## config.mk

```make
export PLATFORM = sky130hd
export DESIGN_NAME = multi_channel_task_watchdog_unit_flat
export DESIGN_NICKNAME = d
export VERILOG_FILES = /design/src/rtl/mctw_pkg.sv /design/src/rtl/mctw_stream_if.sv /design/src/rtl/multi_channel_task_watchdog_unit.sv /design/src/rtl/mctw_front.sv /design/src/rtl/mctw_back.sv /design/src/flat_wrapper.sv
export SDC_FILE = /design/constraint.sdc
export NUM_CORES = 1
export LEC_CHECK = 0
export BUFFER_PORTS_ARGS = -buffer_cell sky130_fd_sc_hd__buf_2
export CORE_MARGIN = 2
export CORE_UTILIZATION = 50
export CTS_CLUSTER_DIAMETER = 200
export DETAILED_ROUTE_END_ITERATION = 6
export PLACE_DENSITY = 0.71
export RECOVER_POWER = 25
export SYNTH_ARGS = -nofsm -noshare
export SYNTH_HDL_FRONTEND = slang
export SYNTH_SLANG_ARGS = --single-unit
```

## constraint.sdc

```tcl
create_clock -name clk -period 7.1 [get_ports clk]
set_input_delay 0.71 -clock clk [delete_from_list [all_inputs] [get_ports clk]]
set_output_delay 0.71 -clock clk [all_outputs]
set_load 0.005 [all_outputs]
```

## src/rtl/mctw_pkg.sv

```systemverilog
// types and constants shared by the multi-channel task watchdog
// no dependencies; compile first
package mctw_pkg;

	localparam int MAX_CH = 4;

	// input command codes
	localparam logic [2:0] CMD_TICK  = 3'd0;
	localparam logic [2:0] CMD_BEAT  = 3'd1;
	localparam logic [2:0] CMD_PROG  = 3'd2;
	localparam logic [2:0] CMD_FAULT = 3'd3;
	localparam logic [2:0] CMD_CHECK = 3'd4;
	localparam logic [2:0] CMD_QUERY = 3'd5;

	// configuration register indexes
	localparam logic [2:0] CFG_REGISTERED = 3'd0;
	localparam logic [2:0] CFG_PERIODIC   = 3'd1;
	localparam logic [2:0] CFG_TIMEOUT0   = 3'd2;
	localparam logic [2:0] CFG_TIMEOUT1   = 3'd3;
	localparam logic [2:0] CFG_TIMEOUT2   = 3'd4;
	localparam logic [2:0] CFG_TIMEOUT3   = 3'd5;

	localparam logic [15:0] TIMEOUT_RESET = 16'd1000;

	typedef enum logic [2:0] {
		OP_TICK,
		OP_BEAT,
		OP_PROG,
		OP_FAULT,
		OP_CHECK,
		OP_QUERY
	} op_t;

	typedef enum logic [1:0] {
		HS_UNKNOWN,
		HS_RUNNING,
		HS_RECOVERING,
		HS_DEGRADED
	} health_t;

	typedef enum logic {
		BK_IDLE,
		BK_CHECK
	} bk_state_t;

	typedef struct packed {
		logic [2:0] command;
		logic [1:0] channel;
		logic [3:0] recovery_ok_mask;
	} cmd_item_t;

	typedef struct packed {
		logic [1:0]  report_channel;
		logic [1:0]  health_state;
		logic [15:0] fault_total;
		logic [7:0]  attempt_total;
		logic        timed_out;
		logic        stalled;
		logic        last;
	} rpt_item_t;

	typedef struct packed {
		op_t        op;
		logic [1:0] channel;
		logic [3:0] ok_mask;
	} task_op_t;

	typedef struct packed {
		logic     valid;
		task_op_t op;
	} q_head_t;

	typedef struct packed {
		logic [3:0]             registered;
		logic [3:0]             periodic;
		logic [MAX_CH-1:0][15:0] timeout;
	} cfg_t;

endpackage

```

## src/rtl/mctw_stream_if.sv

```systemverilog
// valid/ready stream interface used for the command and report channels
// payload type set by the instantiating level
interface mctw_stream_if #(
	parameter type T = logic
);
	logic valid;
	logic ready;
	T     data;

	modport source (output valid, output data, input ready);
	modport sink   (input valid, input data, output ready);
endinterface

```

## src/rtl/multi_channel_task_watchdog_unit.sv

```systemverilog
// top level of the multi-channel task watchdog: configuration registers, front and back ends
// depends on mctw_pkg, mctw_stream_if, mctw_front, mctw_back
//   cmd_in  (sink): one command per transfer: tick, heartbeat, progress, fault report,
//                   check or query, with a channel and a recovery mask
//   rpt_out (source): one report per transfer; a check gives one report per channel
//                   in ascending order with last set on the final one, fault and
//                   query give a single report with last set, other commands none
//   cfg_we/cfg_idx/cfg_data: register write port, taken on any clock edge with
//                   cfg_we high; indexes above five are dropped
// flow
//   a command is registered in the two-entry front queue before the back end takes
//   it; a check loads its mask, then walks one channel per cycle while rpt_out can
//   take a report; a fault or query is taken only when the report register is free,
//   and its report is registered as it is taken
// reset
//   arst_n clears all channel state, time, masks, queue pointers and report valid flag;
//   timeouts come up at 1000 ticks; there is no clearing pass
// stall
//   the report register holds while rpt_out.ready is low; the back end waits at a
//   check, fault or query, the queue fills and cmd_in.ready drops once two commands are waiting
module multi_channel_task_watchdog_unit #(
	parameter int NUM_CHANNELS = 4,
	parameter int TIME_WIDTH   = 32
) (
	input  logic                 clk,
	input  logic                 arst_n,
	mctw_stream_if.sink          cmd_in,
	mctw_stream_if.source        rpt_out,
	input  logic                 cfg_we,
	input  logic [2:0]           cfg_idx,
	input  logic [15:0]          cfg_data
);
	import mctw_pkg::*;

	cfg_t    cfg_q;
	q_head_t head;
	logic    pop;
	logic [1:0] tsel;

	// timeout register select, only meaningful for timeout indexes
	assign tsel = 2'(cfg_idx - CFG_TIMEOUT0);

	// configuration registers
	always_ff @(posedge clk or negedge arst_n) begin
		if (!arst_n) begin
			cfg_q.registered <= '0;
			cfg_q.periodic   <= '0;
			for (int i = 0; i < MAX_CH; i++) begin
				cfg_q.timeout[i] <= TIMEOUT_RESET;
			end
		end else if (cfg_we) begin
			case (cfg_idx) inside
				CFG_REGISTERED: begin
					cfg_q.registered <= cfg_data[3:0];
				end
				CFG_PERIODIC: begin
					cfg_q.periodic <= cfg_data[3:0];
				end
				CFG_TIMEOUT0, CFG_TIMEOUT1, CFG_TIMEOUT2, CFG_TIMEOUT3: begin
					cfg_q.timeout[tsel] <= cfg_data;
				end
				default: begin
					cfg_q.registered <= cfg_q.registered;
				end
			endcase
		end
	end

	// front end: classify commands, drop unused codes and out-of-range channels of per-channel commands
	mctw_front #(
		.NUM_CHANNELS(NUM_CHANNELS)
	) u_front (
		.clk      (clk),
		.arst_n   (arst_n),
		.in_valid (cmd_in.valid),
		.in_ready (cmd_in.ready),
		.in_data  (cmd_in.data),
		.head     (head),
		.pop      (pop)
	);

	// back end: channel state, check walk and report register
	mctw_back #(
		.NUM_CHANNELS(NUM_CHANNELS),
		.TIME_WIDTH  (TIME_WIDTH)
	) u_back (
		.clk       (clk),
		.arst_n    (arst_n),
		.cfg       (cfg_q),
		.head      (head),
		.pop       (pop),
		.out_valid (rpt_out.valid),
		.out_ready (rpt_out.ready),
		.out_data  (rpt_out.data)
	);
endmodule

```

## src/rtl/mctw_front.sv

```systemverilog
// front end: takes command transfers, classifies them and queues the ones that do work
// depends on mctw_pkg
module mctw_front #(
	parameter int NUM_CHANNELS = 4
) (
	input  logic                  clk,
	input  logic                  arst_n,
	input  logic                  in_valid,
	output logic                  in_ready,
	input  mctw_pkg::cmd_item_t   in_data,
	output mctw_pkg::q_head_t     head,
	input  logic                  pop
);
	import mctw_pkg::*;

	task_op_t   fifo_q [2];
	logic       wr_ptr_q;
	logic       rd_ptr_q;
	logic [1:0] count_q;

	task_op_t   op_d;
	logic       keep;
	logic       in_range;
	logic       push;
	logic       do_pop;

	assign in_range = {1'b0, in_data.channel} < 3'(NUM_CHANNELS);

	always_comb begin
		op_d.channel = in_data.channel;
		op_d.ok_mask = in_data.recovery_ok_mask;
		op_d.op      = OP_TICK;
		keep         = 1'b0;
		unique case (in_data.command)
			CMD_TICK: begin
				op_d.op = OP_TICK;
				keep    = 1'b1;
			end
			CMD_CHECK: begin
				op_d.op = OP_CHECK;
				keep    = 1'b1;
			end
			CMD_BEAT: begin
				op_d.op = OP_BEAT;
				keep    = in_range;
			end
			CMD_PROG: begin
				op_d.op = OP_PROG;
				keep    = in_range;
			end
			CMD_FAULT: begin
				op_d.op = OP_FAULT;
				keep    = in_range;
			end
			CMD_QUERY: begin
				op_d.op = OP_QUERY;
				keep    = in_range;
			end
			default: begin
				keep = 1'b0;
			end
		endcase
	end

	assign in_ready   = (count_q != 2'd2);
	assign push       = in_valid && in_ready && keep;
	assign head.valid = (count_q != 2'd0);
	assign head.op    = fifo_q[rd_ptr_q];
	assign do_pop     = pop && head.valid;

	always_ff @(posedge clk) begin
		if (push) begin
			fifo_q[wr_ptr_q] <= op_d;
		end
	end

	always_ff @(posedge clk or negedge arst_n) begin
		if (!arst_n) begin
			wr_ptr_q <= 1'b0;
			rd_ptr_q <= 1'b0;
			count_q  <= 2'd0;
		end else begin
			if (push) begin
				wr_ptr_q <= ~wr_ptr_q;
			end
			if (do_pop) begin
				rd_ptr_q <= ~rd_ptr_q;
			end
			if (push && !do_pop) begin
				count_q <= count_q + 2'd1;
			end else if (do_pop && !push) begin
				count_q <= count_q - 2'd1;
			end
		end
	end
endmodule

```

## src/rtl/mctw_back.sv

```systemverilog
// back end: holds the channel state, carries out queued operations and walks channels on check
// depends on mctw_pkg
module mctw_back #(
	parameter int NUM_CHANNELS = 4,
	parameter int TIME_WIDTH   = 32
) (
	input  logic                  clk,
	input  logic                  arst_n,
	input  mctw_pkg::cfg_t        cfg,
	input  mctw_pkg::q_head_t     head,
	output logic                  pop,
	output logic                  out_valid,
	input  logic                  out_ready,
	output mctw_pkg::rpt_item_t   out_data
);
	import mctw_pkg::*;

	localparam int IDX_W = (NUM_CHANNELS > 1) ? $clog2(NUM_CHANNELS) : 1;
	localparam logic [IDX_W-1:0] LAST_IDX = IDX_W'(NUM_CHANNELS - 1);

	bk_state_t            state_q, state_d;
	logic [IDX_W-1:0]     idx_q;
	logic [3:0]           ok_q;
	logic [TIME_WIDTH-1:0] time_q;
	logic [TIME_WIDTH-1:0] beat_q     [NUM_CHANNELS];
	logic [31:0]          prog_q     [NUM_CHANNELS];
	logic [31:0]          snap_q     [NUM_CHANNELS];
	health_t              health_q   [NUM_CHANNELS];
	logic [15:0]          faults_q   [NUM_CHANNELS];
	logic [7:0]           attempts_q [NUM_CHANNELS];
	rpt_item_t            rpt_q;
	logic                 out_valid_q;

	logic                 out_free;
	logic                 step;
	logic                 emit_single;
	logic [IDX_W-1:0]     sel;
	logic                 reg_bit;
	logic [TIME_WIDTH-1:0] elapsed;
	logic                 to;
	logic                 st;
	logic [7:0]           att_inc;
	logic [15:0]          flt_inc;
	health_t              chk_health;
	logic [15:0]          chk_faults;
	logic [7:0]           chk_attempts;
	rpt_item_t            rpt_d;

	assign out_free = !out_valid_q || out_ready;

	// next state
	always_comb begin
		state_d = state_q;
		unique case (state_q)
			BK_IDLE: begin
				if (head.valid && head.op.op == OP_CHECK) begin
					state_d = BK_CHECK;
				end
			end
			BK_CHECK: begin
				if (out_free && idx_q == LAST_IDX) begin
					state_d = BK_IDLE;
				end
			end
			default: begin
				state_d = BK_IDLE;
			end
		endcase
	end

	// control outputs
	always_comb begin
		pop         = 1'b0;
		step        = 1'b0;
		emit_single = 1'b0;
		unique case (state_q)
			BK_IDLE: begin
				if (head.valid) begin
					case (head.op.op) inside
						OP_FAULT, OP_QUERY: begin
							pop         = out_free;
							emit_single = out_free;
						end
						default: begin
							pop = 1'b1;
						end
					endcase
				end
			end
			BK_CHECK: begin
				step = out_free;
			end
			default: begin
				pop = 1'b0;
			end
		endcase
	end

	assign sel = (state_q == BK_CHECK) ? idx_q : head.op.channel[IDX_W-1:0];

	// health test of the selected channel
	assign reg_bit = cfg.registered[sel];
	assign elapsed = time_q - beat_q[sel];
	assign to      = reg_bit && (elapsed > TIME_WIDTH'(cfg.timeout[sel]));
	assign st      = reg_bit && cfg.periodic[sel] && (prog_q[sel] == snap_q[sel]);
	assign att_inc = (attempts_q[sel] == 8'hFF) ? attempts_q[sel] : attempts_q[sel] + 8'd1;
	assign flt_inc = (faults_q[sel] == 16'hFFFF) ? faults_q[sel] : faults_q[sel] + 16'd1;

	always_comb begin
		chk_health   = health_q[sel];
		chk_faults   = faults_q[sel];
		chk_attempts = attempts_q[sel];
		if (reg_bit) begin
			if (to || st) begin
				if (ok_q[sel]) begin
					chk_health   = HS_RUNNING;
					chk_attempts = 8'd0;
				end else begin
					chk_health   = HS_DEGRADED;
					chk_attempts = att_inc;
					chk_faults   = flt_inc;
				end
			end else begin
				chk_health = HS_RUNNING;
			end
		end
	end

	// result assembly
	always_comb begin
		rpt_d.report_channel = 2'(sel);
		rpt_d.health_state   = health_q[sel];
		rpt_d.fault_total    = faults_q[sel];
		rpt_d.attempt_total  = attempts_q[sel];
		rpt_d.timed_out      = 1'b0;
		rpt_d.stalled        = 1'b0;
		rpt_d.last           = 1'b1;
		if (step) begin
			rpt_d.health_state  = chk_health;
			rpt_d.fault_total   = chk_faults;
			rpt_d.attempt_total = chk_attempts;
			rpt_d.timed_out     = to;
			rpt_d.stalled       = st;
			rpt_d.last          = (idx_q == LAST_IDX);
		end else if (head.op.op == OP_FAULT) begin
			rpt_d.health_state = HS_DEGRADED;
			rpt_d.fault_total  = flt_inc;
		end
	end

	always_ff @(posedge clk or negedge arst_n) begin
		if (!arst_n) begin
			state_q <= BK_IDLE;
			idx_q   <= '0;
			ok_q    <= '0;
			time_q  <= '0;
			for (int i = 0; i < NUM_CHANNELS; i++) begin
				beat_q[i]     <= '0;
				prog_q[i]     <= '0;
				snap_q[i]     <= '0;
				health_q[i]   <= HS_UNKNOWN;
				faults_q[i]   <= '0;
				attempts_q[i] <= '0;
			end
		end else begin
			state_q <= state_d;
			if (pop) begin
				case (head.op.op)
					OP_TICK: begin
						time_q <= time_q + TIME_WIDTH'(1);
					end
					OP_BEAT: begin
						beat_q[sel] <= time_q;
					end
					OP_PROG: begin
						prog_q[sel] <= prog_q[sel] + 32'd1;
					end
					OP_FAULT: begin
						faults_q[sel] <= flt_inc;
						health_q[sel] <= HS_DEGRADED;
					end
					OP_CHECK: begin
						idx_q <= '0;
						ok_q  <= head.op.ok_mask;
					end
					default: begin
						time_q <= time_q;
					end
				endcase
			end
			if (step) begin
				health_q[sel]   <= chk_health;
				faults_q[sel]   <= chk_faults;
				attempts_q[sel] <= chk_attempts;
				if (reg_bit) begin
					snap_q[sel] <= prog_q[sel];
				end
				idx_q <= idx_q + IDX_W'(1);
			end
		end
	end

	always_ff @(posedge clk) begin
		if (step || emit_single) begin
			rpt_q <= rpt_d;
		end
	end

	always_ff @(posedge clk or negedge arst_n) begin
		if (!arst_n) begin
			out_valid_q <= 1'b0;
		end else if (step || emit_single) begin
			out_valid_q <= 1'b1;
		end else if (out_ready) begin
			out_valid_q <= 1'b0;
		end
	end

	assign out_valid = out_valid_q;
	assign out_data  = rpt_q;
endmodule

```

## src/flat_wrapper.sv

```systemverilog
// flat-port wrapper written by rule: the top's interface ports become plain ports
module multi_channel_task_watchdog_unit_flat import mctw_pkg::*;
#(
	parameter int NUM_CHANNELS = 4,
	parameter int TIME_WIDTH   = 32
)
  (clk, arst_n, cfg_we, cfg_idx, cfg_data, cmd_in_valid, cmd_in_data, cmd_in_ready, rpt_out_valid, rpt_out_data, rpt_out_ready);
  mctw_stream_if #(.T(cmd_item_t)) cmd_in_i ();
  mctw_stream_if #(.T(rpt_item_t)) rpt_out_i ();
  input  logic clk;
  input  logic arst_n;
  input  logic cfg_we;
  input  logic [2:0] cfg_idx;
  input  logic [15:0] cfg_data;
  input wire logic [$bits(cmd_in_i.valid)-1:0] cmd_in_valid;
  input wire logic [$bits(cmd_in_i.data)-1:0] cmd_in_data;
  output wire logic [$bits(cmd_in_i.ready)-1:0] cmd_in_ready;
  output wire logic [$bits(rpt_out_i.valid)-1:0] rpt_out_valid;
  output wire logic [$bits(rpt_out_i.data)-1:0] rpt_out_data;
  input wire logic [$bits(rpt_out_i.ready)-1:0] rpt_out_ready;
  assign cmd_in_i.valid = cmd_in_valid;
  assign cmd_in_i.data = cmd_in_data;
  assign cmd_in_ready = cmd_in_i.ready;
  assign rpt_out_valid = rpt_out_i.valid;
  assign rpt_out_data = rpt_out_i.data;
  assign rpt_out_i.ready = rpt_out_ready;
  multi_channel_task_watchdog_unit #(.NUM_CHANNELS(NUM_CHANNELS), .TIME_WIDTH(TIME_WIDTH)) u_core (.clk(clk), .arst_n(arst_n), .cmd_in(cmd_in_i), .rpt_out(rpt_out_i), .cfg_we(cfg_we), .cfg_idx(cfg_idx), .cfg_data(cfg_data));
endmodule
```

==> flow_summary.json <==
{
  "startpoint_type": "register",
  "synth_warnings": 0,
  "critical_path_class": "reg -> reg",
  "wl_mm": 86.3,
  "netlist_area_mm2": 0.0336,
  "cp_slowest_cell": "fa_1",
  "route.vias.total": 24400,
  "slowest_delay_ns": 0.42,
  "dp_hpwl_mm": 56.4,
  "synthArstFlopShare_pct": 92.5,
  "yosysTopAreaCellShare_pct": 43.2,
  "cellLeakagePower_nw": 16.4,
  "ys_seq_elements": 653,
  "post-route-period-util_pct": 93.2,
  "syn-instance-count": 3037,
  "coreArea_mm2": 0.0669,
  "cp-end-kind": "register",
  "drive_gt1_share_pct": 22.5,
  "synth_cell_types": 82,
  "rows": 95,
  "max_clock_freq_mhz": 151,
  "path_clk_slew_ns": 0.06,
  "critical_path_required_ns": 7.44,
  "antenna_found_initial": 3,
  "place_inst": 3853,
  "synth_edf_count": 49,
  "final-max-slew-violation-count": 127,
  "clockBufferDepth": 3,
  "drtPass1Iterations": 7,
  "gp_congestion": 0.944,
  "fin_skew_ns": 0.0304,
  "grt_max_degree": 144,
  "final_cells": 3989,
  "netlist_top_cells_area": "dfrtp_1 43%, mux2_2 9.6%, mux4_2 9.2%, nand2_1 4.9%, edfxtp_1 4.4%",
  "grt_overflow_total": 0,
  "fin_setup_tns_ns": 0,
  "cts_buffers": 73,
  "ctsHtreeMaxLevel": 3,
  "grt_util_all_layers_pct": 25.5,
  "whs_ns": 0.282,
  "rsz0062_at_grt": "no",
  "cp_max_fo": 23,
  "die_height_um": 263,
  "ios": 66,
  "arrival_ns": 6.96,
  "max-vdd-ir-drop_mv": 0.321,
  "min_period_ns": 6.62,
  "cts_tree": "yes",
  "ys.flop_type": "dfrtp_1",
  "seq_area_frac_synth_pct": 49.4,
  "final.setup.worst_slack_ns": 0.483,
  "synthTopCellsByCount": "580 x dfrtp_1, 437 x nand2_1, 286 x mux2_2",
  "area_delta_synth_final_pct": 11.1,
  "dp_slack_ns": 0.160,
  "finalPower_mw": 16.3,
  "syn_avg_cell_area_um2": 11.1,
  "drt_iter0_markers": 2023,
  "viasPerCell": 6.12,
  "port_buffers": 65,
  "fillers": 5592,
  "worstMarginPinSlew_ns": 5.87,
  "cts_root_buf": "clkbuf_16",
  "synth_fp_nets": 3124,
  "powerDensity_mw_per_mm2": 436,
  "violations": "DRC, capacitance limit, slew limit",
  "max-slew-margin-rel_pct": -291,
  "ant_nets": 0,
  "setup_viol": 0,
  "yosysMostFrequentCell": "dfrtp_1",
  "max_cap_viol_count": 1,
  "yosys.area.top_type": "dfrtp_1",
  "wl_per_cell_um": 21.6,
  "drc": 1,
  "die_area_mm2": 0.0693,
  "clk_latency_ns": 0.64,
  "finalNetCount": 3144,
  "hold_path.class": "in -> reg",
  "clock_sinks": 653,
  "grt_pass1_wl_mm": 142,
  "final_hold_viol_count": 0,
  "status": "complete, but fails checks",
  "grt_pass1_vias": 25700,
  "start_util_pct": 50.2,
  "die-width_um": 263
}
==> layout make-up <==
cell class              instances  area [µm²]  share of cell area [%]
flip-flops and latches        653       16600                    44.5
inverters                      80         315                   0.844
multi-input cells            2139       16100                    43.1
diodes                          1        2.50                 0.00670
clock buffers                 111        2160                    5.79
repair buffers                110         748                    2.00
well taps                     873        1090                    2.92
clock inverters                22         299                   0.801
==> placed cells by master (no fill, tap or decap), types with 19 or more instances in the layout <==
master	synthesis	layout
a21oi_1	174	173
edfxtp_1	49	49
mux4_2	137	137
dfstp_2	24	24
nand4_1	24	24
ha_1	53	53
mux2_2	286	287
buf_4	11	36
clkbuf_16	0	76
xnor2_1	85	85
dfrtp_1	580	579
buf_2	26	56
clkbuf_1	112	31
xor2_1	40	40
nand2_1	437	431
nor3_1	33	31
o22ai_1	55	55
and3_1	27	27
inv_1	77	77
nor4_1	20	19
nand3_1	52	52
o21ai_0	174	174
nor2_1	258	251
mux2i_1	79	79
==> logic make-up (layout without fill, tap and decap cells) <==
family	after synthesis	after routing	synth area share [%]
other	0	1	0
and+or+nand+nor	940	940	12.3
muxes	503	503	21.1
DFF	653	653	49.4
buffers and inverters	245	323	3.00
adders and majority gates	54	54	2.03
AOI/OAI and AO/OA	516	516	8.86
xor gates and xnor gates	126	126	3.30
==> where the power goes <==
part	total [mW]	switching (mW)	internal [mW]
combinational	7.43	4.61	2.82
sequential	5.00	0.403	4.60
clock	3.85	1.60	2.24
==> stage by stage <==
stage               util, %  instance area [µm²]
floorplan                 -                33700
global placement       52.1                34800
detailed placement     52.1                34800
CTS                    55.7                37300
global route           55.8                37300
finish                 55.8                37300
==> what timing repair did <==
item / CTS / global route
endpoints found under the setup margin: 0 / 74
setup buffers: 0 / 2
hold buffers: 0 / 0
resized for setup: 0 / 8
==> final timing paths <==
| path | start | endpoint | slack [ns] | depth (start not counted) |
|---|---|---|---|---|
| setup / recovery | u_core.u_front.rd_ptr_q | u_core.u_back.out_data[13] | 0.48 | 28 |
| hold / removal | cmd_in_data[5] | u_core.u_front.fifo_q[0][5] | 0.28 | 1 |
| min in group asynchronous | arst_n | u_core.cfg_q[26] | 2.28 | 1 |
| hold reg to reg | u_core.u_back.snap_q[110] | u_core.u_back.snap_q[110] | 0.48 | 2 |
| max in group asynchronous | arst_n | u_core.u_back.attempts_q[14] | 1.46 | 1 |
| setup reg to reg | u_core.u_front.rd_ptr_q | u_core.u_back.out_data[13] | 0.48 | 28 |
==> worst max-delay path: cells and delay by family (launching register included) <==
family          cells  cell delay (ns)
compound gates      9             1.79
xor+xnor            1             0.18
fa+ha+maj           3             0.92
buf+inv             3             0.63
flops               1             0.38
mux                 2             0.47
simple gates       10             1.91
==> flip-flops by register name, summed over array words and instances (netlist names) <==
register                  count
u_core.u_front.rd_ptr_q       1
u_core.u_back.ok_q            4
u_core.cfg_q                 72
u_core.u_back.beat_q        128
u_core.u_front.wr_ptr_q       1
u_core.u_front.count_q        2
u_core.u_back.health_q        8
u_core.u_back.idx_q           2
u_core.u_back.time_q         32
u_core.u_back.faults_q       64
u_core.u_back.out_valid       1
u_core.u_back.prog_q        128
u_core.u_back.state_q         1
u_core.u_front.fifo_q        18
u_core.u_back.attempts_q     32
u_core.u_back.snap_q        128
u_core.u_back.out_data       31
==> metal layers <==
metal	track usage, %	vias to the layer above	wire (µm)	part of all wire, %
li1	-	10900	-	-
met1	35.0	12500	36900	43
met2	41.7	869	41700	48
met3	4.32	152	5670	6.6
met4	7.88	4	2060	2.4
met5	0	-	22	0.025
(Power assumes the default switching activity.)
